File: src/rtl/core/sis_pkg.sv
package sis_pkg;

	localparam int COEF_W     = 48;
	localparam int CFG_IDX_W  = 3;
	localparam int NUM_TERMS  = 3;
	localparam int WL_W       = 16;
	localparam int MAG_W      = 16;
	localparam int L2_NUM_W   = 56;
	localparam int L2_DIV_W   = 20;
	localparam int L2_W       = 35;
	localparam int L2_SQ_W    = 2 * MAG_W;
	localparam int L2_P_W     = 64;
	localparam int L2_SH      = 45;
	localparam int L2_A_W     = 17;
	localparam int L2_R_W     = 14;
	localparam int L2_FR_W    = 18;
	localparam int DIFF_W     = COEF_W + 1;
	localparam int MUL_H      = 24;
	localparam int PROD_W     = 2 * COEF_W;
	localparam int UNUM_W     = PROD_W + 24;
	localparam int TQ_W       = 61;
	localparam int RAD_W      = 64;
	localparam int USUM_W     = 62;
	localparam int PM_W       = 47;
	localparam int PMU_W      = 78;
	localparam int NQ_W       = 32;
	localparam int DQ_W       = 52;
	localparam int SL_NUM_W   = 120;
	localparam int SL_Q_W     = 33;
	localparam int SLOPE_W    = 32;
	localparam int STATUS_W   = 2;

	localparam logic [COEF_W-1:0] B1_RESET = 48'd5530786883;
	localparam logic [COEF_W-1:0] B2_RESET = 48'd2225844694;
	localparam logic [COEF_W-1:0] B3_RESET = 48'd112423392768;
	localparam logic [COEF_W-1:0] C1_RESET = 48'd23946243;
	localparam logic [COEF_W-1:0] C2_RESET = 48'd96069624;
	localparam logic [COEF_W-1:0] C3_RESET = 48'd8127166039248;

	// ceil(2^45 / 15625); exact floor division for numerators below 2^32.
	localparam logic [L2_SQ_W-1:0]  L2_RCP    = 32'd2251799814;
	localparam logic [L2_SQ_W-1:0]  L2_ODD    = 32'd15625;
	localparam logic [L2_SQ_W-1:0]  L2_BIAS   = 32'd7812;
	localparam logic [L2_DIV_W-1:0] L2_DIV    = 20'd1000000;
	localparam logic [TQ_W-1:0]     LIM60     = 61'h1000_0000_0000_0000;
	localparam logic [RAD_W-1:0]    RAD_ONE   = 64'h0000_0001_0000_0000;
	localparam logic [NQ_W-1:0]     AVG_INDEX = 32'd1814623683;
	localparam logic [SL_Q_W-1:0]   LIM_POS   = 33'h0_7FFF_FFFF;
	localparam logic [SL_Q_W-1:0]   LIM_NEG   = 33'h0_8000_0000;

	localparam logic [STATUS_W-1:0] ST_NORMAL  = 2'd0;
	localparam logic [STATUS_W-1:0] ST_AVERAGE = 2'd1;
	localparam logic [STATUS_W-1:0] ST_INVALID = 2'd2;

	typedef enum logic [CFG_IDX_W-1:0] {
		REG_B1 = 3'd0,
		REG_B2 = 3'd1,
		REG_B3 = 3'd2,
		REG_C1 = 3'd3,
		REG_C2 = 3'd4,
		REG_C3 = 3'd5
	} cfg_reg_t;

	typedef struct packed {
		logic [2*MUL_H-1:0] p00;
		logic [2*MUL_H-1:0] p01;
		logic [2*MUL_H-1:0] p10;
		logic [2*MUL_H-1:0] p11;
	} pp_t;

	function automatic pp_t mul_split(input logic [COEF_W-1:0] a, input logic [COEF_W-1:0] b);
		pp_t p;
		p.p00 = a[MUL_H-1:0] * b[MUL_H-1:0];
		p.p01 = a[MUL_H-1:0] * b[COEF_W-1:MUL_H];
		p.p10 = a[COEF_W-1:MUL_H] * b[MUL_H-1:0];
		p.p11 = a[COEF_W-1:MUL_H] * b[COEF_W-1:MUL_H];
		return p;
	endfunction

	function automatic logic [PROD_W-1:0] mul_join(input pp_t p);
		logic [PROD_W-1:0] s;
		s = PROD_W'(p.p00) + (PROD_W'(p.p01) << MUL_H) + (PROD_W'(p.p10) << MUL_H)
			+ {p.p11, {(2*MUL_H){1'b0}}};
		return s;
	endfunction

endpackage

File: src/rtl/core/sis_udiv.sv
module sis_udiv import sis_pkg::*; #(
	parameter int N_W = L2_NUM_W,
	parameter int D_W = L2_DIV_W,
	parameter int Q_W = L2_W,
	parameter int S_W = 1
) (
	input  logic           clk,
	input  logic           arst_n,
	input  logic           en,
	input  logic           in_v,
	input  logic [N_W-1:0] num,
	input  logic [D_W-1:0] den,
	input  logic [S_W-1:0] side_in,
	output logic           out_v,
	output logic [Q_W-1:0] quo,
	output logic           ovf,
	output logic [S_W-1:0] side_out
);

	localparam int H_W = N_W - Q_W;
	localparam int C_W = (H_W > D_W) ? H_W : D_W;

	logic           v_s    [Q_W+1];
	logic [Q_W-1:0] quo_s  [Q_W+1];
	logic           ovf_s  [Q_W+1];
	logic [S_W-1:0] side_s [Q_W+1];
	logic [D_W-1:0] rem_s  [Q_W];
	logic [Q_W-1:0] low_s  [Q_W];
	logic [D_W-1:0] den_s  [Q_W];

	logic [C_W-1:0] hi_ext;
	logic [C_W-1:0] den_ext;

	// The upper numerator bits form the first remainder; if they already reach
	// the divisor, the quotient does not fit in Q_W bits.
	assign hi_ext  = C_W'(num[N_W-1:Q_W]);
	assign den_ext = C_W'(den);

	always_ff @(posedge clk or negedge arst_n) begin
		if (!arst_n) begin
			v_s[0] <= 1'b0;
		end else if (en) begin
			v_s[0] <= in_v;
		end
	end

	always_ff @(posedge clk) begin
		if (en) begin
			rem_s[0]  <= hi_ext[D_W-1:0];
			low_s[0]  <= num[Q_W-1:0];
			den_s[0]  <= den;
			quo_s[0]  <= '0;
			ovf_s[0]  <= (hi_ext >= den_ext);
			side_s[0] <= side_in;
		end
	end

	for (genvar k = 1; k <= Q_W; k++) begin : g_step
		logic [D_W:0] trial;
		logic [D_W:0] diff;
		logic         ge;
		logic [Q_W:0] qn;

		always_comb begin
			trial = {rem_s[k-1], low_s[k-1][Q_W-1]};
			diff  = trial - {1'b0, den_s[k-1]};
			ge    = (trial >= {1'b0, den_s[k-1]});
			qn    = {quo_s[k-1], ge};
		end

		always_ff @(posedge clk or negedge arst_n) begin
			if (!arst_n) begin
				v_s[k] <= 1'b0;
			end else if (en) begin
				v_s[k] <= v_s[k-1];
			end
		end

		always_ff @(posedge clk) begin
			if (en) begin
				quo_s[k]  <= qn[Q_W-1:0];
				ovf_s[k]  <= ovf_s[k-1];
				side_s[k] <= side_s[k-1];
			end
		end

		if (k < Q_W) begin : g_mid
			logic [Q_W:0] ln;

			assign ln = {low_s[k-1], 1'b0};

			always_ff @(posedge clk) begin
				if (en) begin
					rem_s[k] <= ge ? diff[D_W-1:0] : trial[D_W-1:0];
					low_s[k] <= ln[Q_W-1:0];
					den_s[k] <= den_s[k-1];
				end
			end
		end
	end

	assign out_v    = v_s[Q_W];
	assign quo      = quo_s[Q_W];
	assign ovf      = ovf_s[Q_W];
	assign side_out = side_s[Q_W];

endmodule

File: config.mk
export PLATFORM = sky130hd
export DESIGN_NAME = sis_udiv
export DESIGN_NICKNAME = d
export VERILOG_FILES = /design/src/rtl/core/sis_pkg.sv /design/src/rtl/core/sis_udiv.sv
export SDC_FILE = /design/constraint.sdc
export NUM_CORES = 2
export LEC_CHECK = 0
export ABC_AREA = 1
export BUFFER_PORTS_ARGS = -buffer_cell sky130_fd_sc_hd__buf_4
export CORE_MARGIN = 1
export CORE_UTILIZATION = 45
export CTS_BUF_LIST = sky130_fd_sc_hd__clkbuf_16
export DETAILED_ROUTE_END_ITERATION = 10
export SYNTH_ARGS = -nofsm -noshare
export SYNTH_HDL_FRONTEND = slang
export SYNTH_SLANG_ARGS = --single-unit
File: constraint.sdc
create_clock -name clk -period 2.2 [get_ports clk]
set_clock_uncertainty 0.2 [all_clocks]
set_input_delay 0.33 -clock clk [delete_from_list [all_inputs] [get_ports clk]]
set_output_delay 0.33 -clock clk [all_outputs]
set_load 0.05 [all_outputs]
== Yosys cells after proc, flatten, opt, wreduce, memory -nomap -nowiden ==
Memory sizes are Yosys's and may differ from the RTL's.
Index checks and enable logic that the tools add are counted.

* Input port bits: 81
* Logic and storage cells: 148
* Bits in latches: 0
* Output and inout port bits: 38
* Memories: 6
* Flip-flop bits (word level): 36
* Bits in read-only memories: 0
* Bits in writable memories: 3,957

* Mux-type cells: 36
* Div/mod/pow operators: 0
* Add/subtract/negate cells: 34
* Shift-type cells: 0
* Bitwise gates (word level): 0
* Equality and inequality tests: 0
* Magnitude comparators: 36
* $mul: 0
* Reduce and logical (&&, ||, !) cells: 0

{| class="wikitable"
|+ Memories
! name !! words !! width !! rd ports !! clocked after memory_dff !! wr ports !! RTL line !! text
|-
| quo_s || 36 || 35 || 36 || 0 || 36 || sis_udiv.sv:24 || <nowiki>logic [Q_W-1:0] quo_s [Q_W+1];</nowiki>
|-
| low_s || 35 || 35 || 35 || 0 || 35 || sis_udiv.sv:28 || <nowiki>logic [Q_W-1:0] low_s [Q_W];</nowiki>
|-
| den_s || 35 || 20 || 35 || 0 || 35 || sis_udiv.sv:29 || <nowiki>logic [D_W-1:0] den_s [Q_W];</nowiki>
|-
| rem_s || 35 || 20 || 35 || 0 || 35 || sis_udiv.sv:27 || <nowiki>logic [D_W-1:0] rem_s [Q_W];</nowiki>
|-
| ovf_s || 36 || 1 || 36 || 0 || 36 || sis_udiv.sv:25 || <nowiki>logic ovf_s [Q_W+1];</nowiki>
|-
| side_s || 36 || 1 || 36 || 0 || 36 || sis_udiv.sv:26 || <nowiki>logic [S_W-1:0] side_s [Q_W+1];</nowiki>
|}

{| class="wikitable"
|+ Operator list
! operator !! number
|-
| 21-bit by 20-bit greater-or-equal comparator with 1-bit output || 36
|-
| 20-bit two-way mux || 34
|-
| 20-bit subtractor || 34
|-
| 1-bit two-way mux || 2
|}

== Depth between registers and ports, before layout ==
An unclocked memory read counts as a cell.

* Word-level depth: 3
* Gate-level depth with buffers: 14
* Gate-level depth less buffers: 13

== Worst setup path after synthesis ==
No wires, ideal clock.

* Path kind: register to register
* Start point: mem rem_s[6][9] (netlist name)
* End point: mem rem_s[7][10] (netlist name) (data pin)
* Stages on the path, launching flop included: 13
* Path buffers: 1
* Arrival: 1.667 ns
* Setup slack: 0.080 ns
* Setup time: 0.252 ns
* Required time: 1.748 ns
* Period minus slack after synthesis: 2.120 ns
* Path through: edfxtp_1 > ha_1 > nand2_1 > inv_2 > nand2_1 > inv_1 > a21oi_2 > nand2_1 > nand2_1 > nand2_4 > buf_4 > nand2_1 > nand2_1

{| class="wikitable"
|+ RTL lines
! item !! RTL line
|-
| from (decl) || sis_udiv.sv:27
|}

==> metrics.cfg <==
[critical_path]
criticalPathCategory=reg2reg
startpoint=den_s[28][9]
crit_end=rem_s[29][16]
r2r-end=rem_s[29][16]
cp_max_fo=3
end_kind=flop
r2r-start=den_s[28][9]
r2r_cells=12
arrival_ps=2860
cp-start-kind=flop
r2r_setup_slack_ps=-230
worst_ep_required_time_ps=2640

[global_route]
antenna_found_initial=2
grt_max_degree=94
grt_pass1_wl_microns=568000
grt_pass1_vias=104648
grt-ovfl-total=0
grt_usage_pct=22.9

[detailed_routing]
via_per_inst=4.78
first_pass_iters=10
drc=4
first_iter_violations=7873
postRouteAntennaNets=0
wl_per_cell_microns=16.6
wirelength_microns=384000
vias=110496

[clocking]
worstSkewPairLatency_ps=940
cts_buffer_depth=4
root_buffer=clkbuf_16
cts_tree=done
clock-sinks=2768
clk_pin_slew_ps=60
cts_buffers=306
cts.htree.levels=5

[yosys]
synthAdderAreaFrac_pct=6.94
synth_compound_area_share_pct=2.73
synth.area.mux_share_pct=0.0161
syn_nets=15229
synth_edf_count=2732
synth_top_area_share_pct=58.8
ys_warn_count=0
ys_seq_area_share_pct=59.4
synth_most_common_cell=nand2_1
ys_types=37
synthTopCellsByArea=edfxtp_1 59%, nand2_1 14%, ha_1 6.5%
synth_xor_area_share_pct=2.03
syn_area_sq_um=140000
ys.flop_type=edfxtp_1
synth.largest_area_cell=edfxtp_1
avgSynthCellArea_sq_um=9.70
syn_inst=14394
synth_common_cells=5070 x nand2_1, 2732 x edfxtp_1, 2318 x inv_1
ys_async_sr_fraction_pct=1.30
synth_top_family_by_area=simple AND/OR/NAND/NOR gates
synth-simple-area-share_pct=21.7
ys_ff_latch=2768

[floorplan]
rows=204
die_w_microns=559
start_util_pct=45.2
core_sq_um=309000
die_y_microns=559
pin_count=119
dieArea_sq_um=312000

[timing]
finalCritPeriodShare_pct=110
rsz0062_at_grt=yes
fmax_mhz=412
holdWs_ps=192
setup_slack_ps=-226
hold_viol=0
slew_headroom_pct=56.7
tightest_slew_ps=645
slew_viol_final=0
min_period_ps=2430
setup_viol=683

[run_status]
status=complete, but fails checks
violations=design-rule violations, negative setup slack

[cells_and_area]
fin_cells=23110
layout-drive-gt1-share_pct=37.3
syn_to_final_growth_pct=44.2
nets=19581

[placed_design]
numPortBuffers=118
dp_cells=21608
place_hpwl_microns=272000
finalWeightedCongestion=0.920

[power]
p_per_area_nw_per_um2=1390
irDropWorstVdd_uv=757
p_leak_nw=92.2

[job]
max_cap_violations=0

[worst_hold_path]
hold_class=reg2reg

layout make-up:
cell class | count | area [sq um]
tap | 4120 | 5150
sequential | 2768 | 82900
timing repair buffer | 4115 | 33500
clock inverter | 242 | 2280
inverter | 2364 | 9240
multi-input combinational | 9160 | 60200
antenna | 1 | 2.50
fill | 24276 | 107000
clock buffer | 309 | 7730
timing repair inverter | 31 | 312
state kept, by name, indices dropped and copies added, names as in the netlist:
| signal | flops |
|---|---|
| ovf_s | 36 |
| side_s | 36 |
| quo_s | 630 |
| v_s | 35 |
| rem_s | 700 |
| out_v | 1 |
| den_s | 700 |
| low_s | 630 |
through the flow:
| step | power, mW | instance area [sq um] | utilization, % | setup TNS, ps | setup WS [ps] |
|---|---|---|---|---|---|
| 2_1_floorplan | 139 | 140000 | - | 0 | 80.3 |
| 5_1_grt | 298 | 201000 | 65.2 | -126810 | -318 |
| 4_1_cts | 255 | 187000 | 60.6 | -67670 | -164 |
| 3_3_place_gp | 193 | 169000 | 54.7 | -136270 | -422 |
| 6_report | 280 | 201000 | 65.2 | -61640 | -226 |
| 3_5_place_dp | 194 | 169000 | 54.7 | -139470 | -417 |
cell families (layout without fill, tap and decap cells):
logic type               after synthesis  count (layout)
multiplexers                           2               2
AO/OA/AOI/OAI                        717             717
AND/OR/NAND/NOR                     7356            7364
other                                  0               1
XOR/XNOR                             323             323
adder cells (fa/ha/maj)              754             754
flip-flops                          2768            2768
buffers and inverters               2474            7061
how the worst min path moves through the flow:
stage	from	endpoint	slack, ps	depth (start not counted)
3_3_place_gp	arst_n	v_s[34]	110	1
3_5_place_dp	arst_n	v_s[34]	110	1
6_report	side_s[0][0]	side_s[0][1]	190	0
5_1_grt	quo_s[4][120]	quo_s[5][16]	200	0
2_1_floorplan	arst_n	out_v	-170	0
4_1_cts	arst_n	v_s[35]	170	4
critical path, stage by stage, from the launching register on:
cell	delay, ps
edfxtp_1	500
inv_1	150
ha_4	230
buf_4	140
nand2_1	50
nand2_1	90
buf_4	150
nand3_1	80
nand2_1	90
a21oi_1	220
nand3b_1	120
nand3_2	80
nand2_1	50
cells in the final DEF, fill, tap and decap left out, drive strengths merged:
master / n
nand2: 5144
buf: 3935
edfxtp: 2732
inv: 2440
nor2: 981
nand3: 897
ha: 720
a21oi: 499
clkbuf: 330
xor2: 284
nand3b: 176
dlygate4sd3: 158
o21ai: 153
clkinv: 148
nor3: 112
nand4: 46
xnor2: 39
dfrtp: 36
fa: 34
o21a: 32
bufinv: 31
o21bai: 30
clkinvlp: 18
or2: 4
o221ai: 2
nor3b: 2
mux2: 2
diode: 1
and3: 1
nor4: 1
a21boi: 1
bufbuf: 1
repair_timing:
item	CTS	global route
hold buffers	159	0
cloned	14	51
gates resized for setup	775	2373
endpoints found under the hold margin	704	0
setup buffers	222	519
setup endpoints to repair	713	714
pin swaps	150	727
where the power goes:
| group | internal (mW) | switching (mW) | total, mW | leakage (nW) |
|---|---|---|---|---|
| sequential | 72.2 | 8.32 | 80.5 | 27.2 |
| clock | 29.4 | 21.5 | 50.9 | 5.00 |
| combinational | 72.0 | 76.2 | 148 | 60.0 |
metal layers:
metal  wire length [microns]  GRT usage (%)  vias up
met3                   16700           2.43      582
met1                  175000           32.2    51921
met4                    9670           5.46        2
li1                        -              -    55633
met2                  182000           38.0     2358
met5                      13              0        -
(Power assumes the default switching activity.)
