===== src/rtl/core/sis_pkg.sv =====
package sis_pkg;

	localparam int COEF_W     = 48;
	localparam int CFG_IDX_W  = 3;
	localparam int NUM_TERMS  = 3;
	localparam int WL_W       = 16;
	localparam int MAG_W      = 16;
	localparam int L2_NUM_W   = 56;
	localparam int L2_DIV_W   = 20;
	localparam int L2_W       = 35;
	localparam int L2_SQ_W    = 2 * MAG_W;
	localparam int L2_P_W     = 64;
	localparam int L2_SH      = 45;
	localparam int L2_A_W     = 17;
	localparam int L2_R_W     = 14;
	localparam int L2_FR_W    = 18;
	localparam int DIFF_W     = COEF_W + 1;
	localparam int MUL_H      = 24;
	localparam int PROD_W     = 2 * COEF_W;
	localparam int UNUM_W     = PROD_W + 24;
	localparam int TQ_W       = 61;
	localparam int RAD_W      = 64;
	localparam int USUM_W     = 62;
	localparam int PM_W       = 47;
	localparam int PMU_W      = 78;
	localparam int NQ_W       = 32;
	localparam int DQ_W       = 52;
	localparam int SL_NUM_W   = 120;
	localparam int SL_Q_W     = 33;
	localparam int SLOPE_W    = 32;
	localparam int STATUS_W   = 2;

	localparam logic [COEF_W-1:0] B1_RESET = 48'd5530786883;
	localparam logic [COEF_W-1:0] B2_RESET = 48'd2225844694;
	localparam logic [COEF_W-1:0] B3_RESET = 48'd112423392768;
	localparam logic [COEF_W-1:0] C1_RESET = 48'd23946243;
	localparam logic [COEF_W-1:0] C2_RESET = 48'd96069624;
	localparam logic [COEF_W-1:0] C3_RESET = 48'd8127166039248;

	// ceil(2^45 / 15625); exact floor division for numerators below 2^32.
	localparam logic [L2_SQ_W-1:0]  L2_RCP    = 32'd2251799814;
	localparam logic [L2_SQ_W-1:0]  L2_ODD    = 32'd15625;
	localparam logic [L2_SQ_W-1:0]  L2_BIAS   = 32'd7812;
	localparam logic [L2_DIV_W-1:0] L2_DIV    = 20'd1000000;
	localparam logic [TQ_W-1:0]     LIM60     = 61'h1000_0000_0000_0000;
	localparam logic [RAD_W-1:0]    RAD_ONE   = 64'h0000_0001_0000_0000;
	localparam logic [NQ_W-1:0]     AVG_INDEX = 32'd1814623683;
	localparam logic [SL_Q_W-1:0]   LIM_POS   = 33'h0_7FFF_FFFF;
	localparam logic [SL_Q_W-1:0]   LIM_NEG   = 33'h0_8000_0000;

	localparam logic [STATUS_W-1:0] ST_NORMAL  = 2'd0;
	localparam logic [STATUS_W-1:0] ST_AVERAGE = 2'd1;
	localparam logic [STATUS_W-1:0] ST_INVALID = 2'd2;

	typedef enum logic [CFG_IDX_W-1:0] {
		REG_B1 = 3'd0,
		REG_B2 = 3'd1,
		REG_B3 = 3'd2,
		REG_C1 = 3'd3,
		REG_C2 = 3'd4,
		REG_C3 = 3'd5
	} cfg_reg_t;

	typedef struct packed {
		logic [2*MUL_H-1:0] p00;
		logic [2*MUL_H-1:0] p01;
		logic [2*MUL_H-1:0] p10;
		logic [2*MUL_H-1:0] p11;
	} pp_t;

	function automatic pp_t mul_split(input logic [COEF_W-1:0] a, input logic [COEF_W-1:0] b);
		pp_t p;
		p.p00 = a[MUL_H-1:0] * b[MUL_H-1:0];
		p.p01 = a[MUL_H-1:0] * b[COEF_W-1:MUL_H];
		p.p10 = a[COEF_W-1:MUL_H] * b[MUL_H-1:0];
		p.p11 = a[COEF_W-1:MUL_H] * b[COEF_W-1:MUL_H];
		return p;
	endfunction

	function automatic logic [PROD_W-1:0] mul_join(input pp_t p);
		logic [PROD_W-1:0] s;
		s = PROD_W'(p.p00) + (PROD_W'(p.p01) << MUL_H) + (PROD_W'(p.p10) << MUL_H)
			+ {p.p11, {(2*MUL_H){1'b0}}};
		return s;
	endfunction

endpackage


===== src/rtl/core/sis_isqrt.sv =====
module sis_isqrt import sis_pkg::*; #(
	parameter int R_W = NQ_W,
	parameter int S_W = 1
) (
	input  logic             clk,
	input  logic             arst_n,
	input  logic             en,
	input  logic             in_v,
	input  logic [2*R_W-1:0] x,
	input  logic [S_W-1:0]   side_in,
	output logic             out_v,
	output logic [R_W-1:0]   root,
	output logic [S_W-1:0]   side_out
);

	localparam int X_W = 2 * R_W;

	logic           v_s    [R_W+1];
	logic [X_W-1:0] r_s    [R_W+1];
	logic [S_W-1:0] side_s [R_W+1];
	logic [X_W-1:0] x_s    [R_W];

	always_ff @(posedge clk or negedge arst_n) begin
		if (!arst_n) begin
			v_s[0] <= 1'b0;
		end else if (en) begin
			v_s[0] <= in_v;
		end
	end

	always_ff @(posedge clk) begin
		if (en) begin
			x_s[0]    <= x;
			r_s[0]    <= '0;
			side_s[0] <= side_in;
		end
	end

	// Digit-by-digit square root: one result bit per stage, starting from the
	// top power of four.
	for (genvar k = 1; k <= R_W; k++) begin : g_step
		localparam logic [X_W-1:0] BIT = X_W'(1) << (X_W - 2 * k);
		logic [X_W-1:0] trial;
		logic           ge;

		always_comb begin
			trial = r_s[k-1] + BIT;
			ge    = (x_s[k-1] >= trial);
		end

		always_ff @(posedge clk or negedge arst_n) begin
			if (!arst_n) begin
				v_s[k] <= 1'b0;
			end else if (en) begin
				v_s[k] <= v_s[k-1];
			end
		end

		always_ff @(posedge clk) begin
			if (en) begin
				r_s[k]    <= ge ? ((r_s[k-1] >> 1) + BIT) : (r_s[k-1] >> 1);
				side_s[k] <= side_s[k-1];
			end
		end

		if (k < R_W) begin : g_mid
			always_ff @(posedge clk) begin
				if (en) begin
					x_s[k] <= ge ? (x_s[k-1] - trial) : x_s[k-1];
				end
			end
		end
	end

	assign out_v    = v_s[R_W];
	assign root     = r_s[R_W][R_W-1:0];
	assign side_out = side_s[R_W];

endmodule


===== config.mk =====
export PLATFORM = sky130hd
export DESIGN_NAME = sis_isqrt
export DESIGN_NICKNAME = d
export VERILOG_FILES = /design/src/rtl/core/sis_pkg.sv /design/src/rtl/core/sis_isqrt.sv
export SDC_FILE = /design/constraint.sdc
export NUM_CORES = 2
export LEC_CHECK = 0
export ABC_CLOCK_PERIOD_IN_PS = 3700
export BUFFER_PORTS_ARGS = -buffer_cell sky130_fd_sc_hd__buf_2
export CORE_UTILIZATION = 60
export DETAILED_ROUTE_END_ITERATION = 12
export PLACE_DENSITY = 0.76
export SLEW_MARGIN = 20
export SYNTH_ARGS = -nofsm -noshare
export SYNTH_HDL_FRONTEND = slang
export SYNTH_MEMORY_MAX_BITS = 65536
export SYNTH_SLANG_ARGS = --single-unit

===== constraint.sdc =====
create_clock -name clk -period 3.7 [get_ports clk]
set_input_delay 0.74 -clock clk [delete_from_list [all_inputs] [get_ports clk]]
set_output_delay 0.74 -clock clk [all_outputs]
set_load 0.005 [all_outputs]

* After elaboration in Yosys (flattened, before gate mapping)
Memory sizes are Yosys's and may differ from the RTL's.
Index checks and enable logic that the tools add are counted.
** Storage, ports and cells
- Register bits :: 33
- RAM bits :: 4193
- Bits of input ports :: 69
- Logic and storage cells :: 228
- Memories :: 3
** Operators by class
- Add/sub/neg operators :: 95
- Order comparisons :: 32
- Muxes and demuxes :: 65
** Memories
- r_s :: depth 33, width 64, read ports 33, clocked after memory_dff 0, wr ports 33, RTL line sis_isqrt.sv:19 : logic [X_W-1:0] r_s [R_W+1];
- x_s :: depth 32, width 64, read ports 32, clocked after memory_dff 0, wr ports 32, RTL line sis_isqrt.sv:21 : logic [X_W-1:0] x_s [R_W];
- side_s :: depth 33, width 1, read ports 33, clocked after memory_dff 0, wr ports 33, RTL line sis_isqrt.sv:20 : logic [S_W-1:0] side_s [R_W+1];
** Operators with widths (number)
- 64-bit two-way mux :: 63
- 64-bit greater-or-equal comparator :: 32
- 64-bit subtractor :: 31
- 63-bit by 1-bit adder with 64-bit output (second input constant) :: 1
- 63-bit by 11-bit adder with 64-bit output (second input constant) :: 1
- 63-bit by 13-bit adder with 64-bit output (second input constant) :: 1
- 63-bit by 15-bit adder with 64-bit output (second input constant) :: 1
- 63-bit by 17-bit adder with 64-bit output (second input constant) :: 1
- 63-bit by 19-bit adder with 64-bit output (second input constant) :: 1
- 63-bit by 21-bit adder with 64-bit output (second input constant) :: 1
- 63-bit by 23-bit adder with 64-bit output (second input constant) :: 1
- 63-bit by 25-bit adder with 64-bit output (second input constant) :: 1
- 63-bit by 27-bit adder with 64-bit output (second input constant) :: 1
- 63-bit by 29-bit adder with 64-bit output (second input constant) :: 1
- 63-bit by 3-bit adder with 64-bit output (second input constant) :: 1
- 63-bit by 31-bit adder with 64-bit output (second input constant) :: 1
- 63-bit by 33-bit adder with 64-bit output (second input constant) :: 1
- 63-bit by 35-bit adder with 64-bit output (second input constant) :: 1
- 63-bit by 37-bit adder with 64-bit output (second input constant) :: 1
- 63-bit by 39-bit adder with 64-bit output (second input constant) :: 1
- 63-bit by 41-bit adder with 64-bit output (second input constant) :: 1
- 63-bit by 43-bit adder with 64-bit output (second input constant) :: 1
- 63-bit by 45-bit adder with 64-bit output (second input constant) :: 1
- 63-bit by 47-bit adder with 64-bit output (second input constant) :: 1
- 44 further kinds :: 45

* Depth between registers and ports, before layout
- Depth after elaboration :: 3
- Gate-level depth with buffers :: 14

* Worst setup path after synthesis
Ideal clock, no wire load.
- Path kind :: reg-to-reg
- Start :: memory x_s[11][83] in the netlist's numbering
- End :: memory x_s[12][47] in the netlist's numbering, data pin
- Setup time :: 0.271 ns
- Arrival time :: 3.149 ns
- Required time :: 3.429 ns
- Setup slack :: 0.280 ns
- Cell stages (with the launch flop) :: 12
- Cells stage by stage :: edfxtp_1 > ha_1 > a21oi_1 > a211oi_1 > nor3_1 > o21bai_1 > a311oi_1 > o21ai_0 > a22o_1 > or4b_1 > nor4_1 > xor2_1
** RTL lines (RTL line)
- start, declared :: sis_isqrt.sv:21

==> flow_metrics.env <==
export IMPL_status="complete, no violations"
export IMPL_worstPathRequired_ps=4350
export IMPL_area_growth_pct=14.35
export IMPL_dp_cells=12620
export IMPL_nets=10950
export IMPL_final_cell_mix="edfxtp_1 (2609), inv_1 (679), nand2_1 (637)"
export IMPL_cp_slowest_stage_delay_ps=510
export IMPL_grt_setup_unrepaired="yes"
export IMPL_overflow=0
export IMPL_cts_sinks=2642
export IMPL_gp_congestion=0.9749
export IMPL_rr_endpoint="x_s[15][110]"
export IMPL_timing_fmax_ghz=0.2751
export IMPL_hold_viol=0
export IMPL_tightest_slew_ps=1000
export IMPL_routed_wl_um=309000
export IMPL_drive_gt1_frac=0.1210
export IMPL_dpl_cell_area_um2=130300
export IMPL_worstSkewPairLatency_ps=940
export IMPL_die_area_um2=207700
export IMPL_numPortBuffers=102
export IMPL_ant_nets=0
export IMPL_reg2reg_from="r_s[0][1925]"
export IMPL_yosysUniqueCellTypes=94
export IMPL_cellLeakagePower_nw=53.58
export IMPL_grt_pass1_vias=78740
export IMPL_via_per_inst=6.086
export IMPL_finalCriticalPeriod_ps=3636
export IMPL_path_clk_slew_ps=60
export IMPL_setup_viol=0
export IMPL_numCtsBuffers=292
export IMPL_routedWlPerCell_um=23.38
export IMPL_final_area_um2=141300
export IMPL_rows=166
export IMPL_synth_edff_count=2609
export IMPL_syn_nets=10220
export IMPL_final_common_cell="edfxtp_1"
export IMPL_root_buffer="clkbuf_16"
export IMPL_r2r_setup_slack_ps=60
export IMPL_crit_arrival_ps=4290
export IMPL_core_area_um2=204600
export IMPL_cellPowerDensity_nw_per_um2=628.1
export IMPL_htree_num_levels=5
export IMPL_drtPass1Iterations=6
export IMPL_cp_max_fo=7
export IMPL_syn_cell_area_um2=123500
export IMPL_ys_seq_area_frac=0.6409
export IMPL_start_kind="flip-flop"
export IMPL_async_flop_share=0.01249
export IMPL_fin_crit_sh=0.9826
export IMPL_slew_headroom=0.3331
export IMPL_syn_area_per_cell_um2=12.88
export IMPL_r2r_cells=13
export IMPL_die_w_um=455.7
export IMPL_drt_iter0_markers=7419
export IMPL_via_count=80450
export IMPL_clock_skew_ps=74.86
export IMPL_die_y_um=455.7
export IMPL_hold_depth=2
export IMPL_synth_seq_cells=2642
export IMPL_path_cells="inv_1 > ha_1 > nor2_1 > o31a_1 > o211ai_1 > a21oi_2 > o211ai_1 > buf_4 > a41oi_2 > a311oi_2 > buf_6 > nand3b_1 > xnor2_1"
export IMPL_fin_cells=13220
export IMPL_final_max_slew_viol_count=0
export IMPL_fin_setup_tns_ps=0
export IMPL_crit_top_cell="o211ai_1"
export IMPL_path_class="reg2reg"
export IMPL_ir_drop_v=0.0005529
export IMPL_hold_path_class="in2reg"
export IMPL_whs_ps=114.1
export IMPL_cts_tree="yes"
export IMPL_endpoint_kind="flip-flop"
export IMPL_num_io_pins=103
export IMPL_whs_endpoint="v_s[32]"
export IMPL_track_usage=0.2916
export IMPL_hold_path_startpoint="in_v"
export IMPL_slowest_stage="o211ai_1"
export IMPL_yosysWarnings=0
export IMPL_drv_cap=0
export IMPL_clockBufferDepth=4
export IMPL_antenna_found_initial=14
export IMPL_dpl_hpwl_um=226800
export IMPL_start_util=0.6038
export IMPL_drc=0
export IMPL_synth_cells=9594
export IMPL_synthFlopType="edfxtp_1"
export IMPL_grt_max_degree=145
export IMPL_grt_pass1_wl_um=463800
## worst max-delay path, delay by kind of cell (launching register included)
kind	cells	cell delay, ps
AOI/OAI and AO/OA	6	1700
xor gates and xnor gates	1	170
adders and majority gates	1	410
buffers and inverters	3	510
DFF	1	380
and+or+nand+nor	2	190
## layout make-up
cell class	instances	area, um2
repair buffers	610	4896
inverters	682	2565
well taps	2688	3363
clock buffers	343	7615
flip-flops and latches	2642	79170
clock inverters	159	1604
fillers	13900	63330
multi-input cells	6092	42040
diodes	2	5.005
## logic make-up after synthesis
kind of cell	count (synthesis)	share of synthesized area
buf+inv	861	0.02638
simple gates	2763	0.1154
mux	116	0.01049
xor+xnor	894	0.06338
fa+ha+maj	558	0.05652
flops	2642	0.6409
compound gates	1760	0.08688
## registers in the layout, summed over array words and instances, names as in the netlist
signal / cells
v_s: 32
out_v: 1
x_s: 2048
r_s: 528
side_s: 33
## cell usage after synthesis, types with 10 or more instances
master,instances,share of area
or4_1,75,0.0046
or2_2,35,0.0018
nand4_1,160,0.0081
buf_1,19,0.00058
nor3_1,222,0.0090
nand2b_1,105,0.0053
a211oi_1,38,0.0023
o31ai_1,38,0.0023
nor3b_1,21,0.0013
a211o_1,10,0.00071
ha_1,558,0.057
a2111oi_0,14,0.00099
nor4_1,333,0.017
a31oi_1,45,0.0023
mux2_2,108,0.0098
nand3b_1,38,0.0023
o21a_1,87,0.0053
xor2_1,409,0.029
and4_1,15,0.0011
nand4b_1,22,0.0016
clkbuf_1,141,0.0043
a21oi_1,604,0.024
nor2_1,614,0.019
nand2_1,639,0.019
and3_1,40,0.0020
xnor2_1,485,0.034
o21bai_1,56,0.0034
dfrtp_1,33,0.0067
nor2b_1,73,0.0037
or3_1,84,0.0043
a21boi_0,21,0.0013
o2111ai_1,11,0.00078
nor4b_1,51,0.0036
o41ai_1,11,0.00078
inv_1,679,0.021
edfxtp_1,2609,0.63
o211ai_1,46,0.0028
and2_1,34,0.0017
o21ai_0,452,0.018
buf_2,18,0.00073
nand3_1,157,0.0064
a21o_1,222,0.013
## report_power, final
| group | switching [mW] | leakage (nW) | total, mW | internal [mW] |
|---|---|---|---|---|
| Clock | 11.7 | 4.46 | 28.4 | 16.7 |
| Sequential | 3.23 | 25.5 | 41.2 | 38.0 |
| Combinational | 10.9 | 23.6 | 19.1 | 8.22 |
## per-stage QoR
stage                     utilization  power [mW]  worst slack [ps]
final                          0.6905       88.72             64.45
after global routing           0.6905       92.28            -156.7
after CTS                      0.6856       88.48            0.7607
after detailed placement       0.6367       60.01            -465.2
after global placement         0.6367       59.60            -477.4
after floorplan                     -       52.73             279.5
## routing by layer
metal | track usage | vias up | part of all wire
li1 | - | 37350 | -
met1 | 0.3710 | 39480 | 0.40
met2 | 0.4929 | 2961 | 0.49
met3 | 0.04432 | 652 | 0.062
met4 | 0.1351 | 6 | 0.048
met5 | 0 | - | 0.00010
## what timing repair did
item	CTS	global route
buffers inserted	2	26
hold buffers	66	0
endpoints found under the setup margin	98	229
endpoints found under the hold margin	98	0
resized for setup	21	156
cloned	0	3
pin swaps	1	45
## worst max-delay path by stage
stage                      start      endpoint  cells after the start
finish              r_s[0][1925]  x_s[15][110]                     13
global route          x_s[15][4]  x_s[15][110]                     13
CTS                  x_s[11][19]  x_s[11][117]                     11
detailed placement   x_s[14][38]  x_s[14][115]                     11
global placement      x_s[9][28]   x_s[9][126]                     12
floorplan            x_s[11][83]   x_s[12][47]                     11
(Power assumes the default switching activity.)
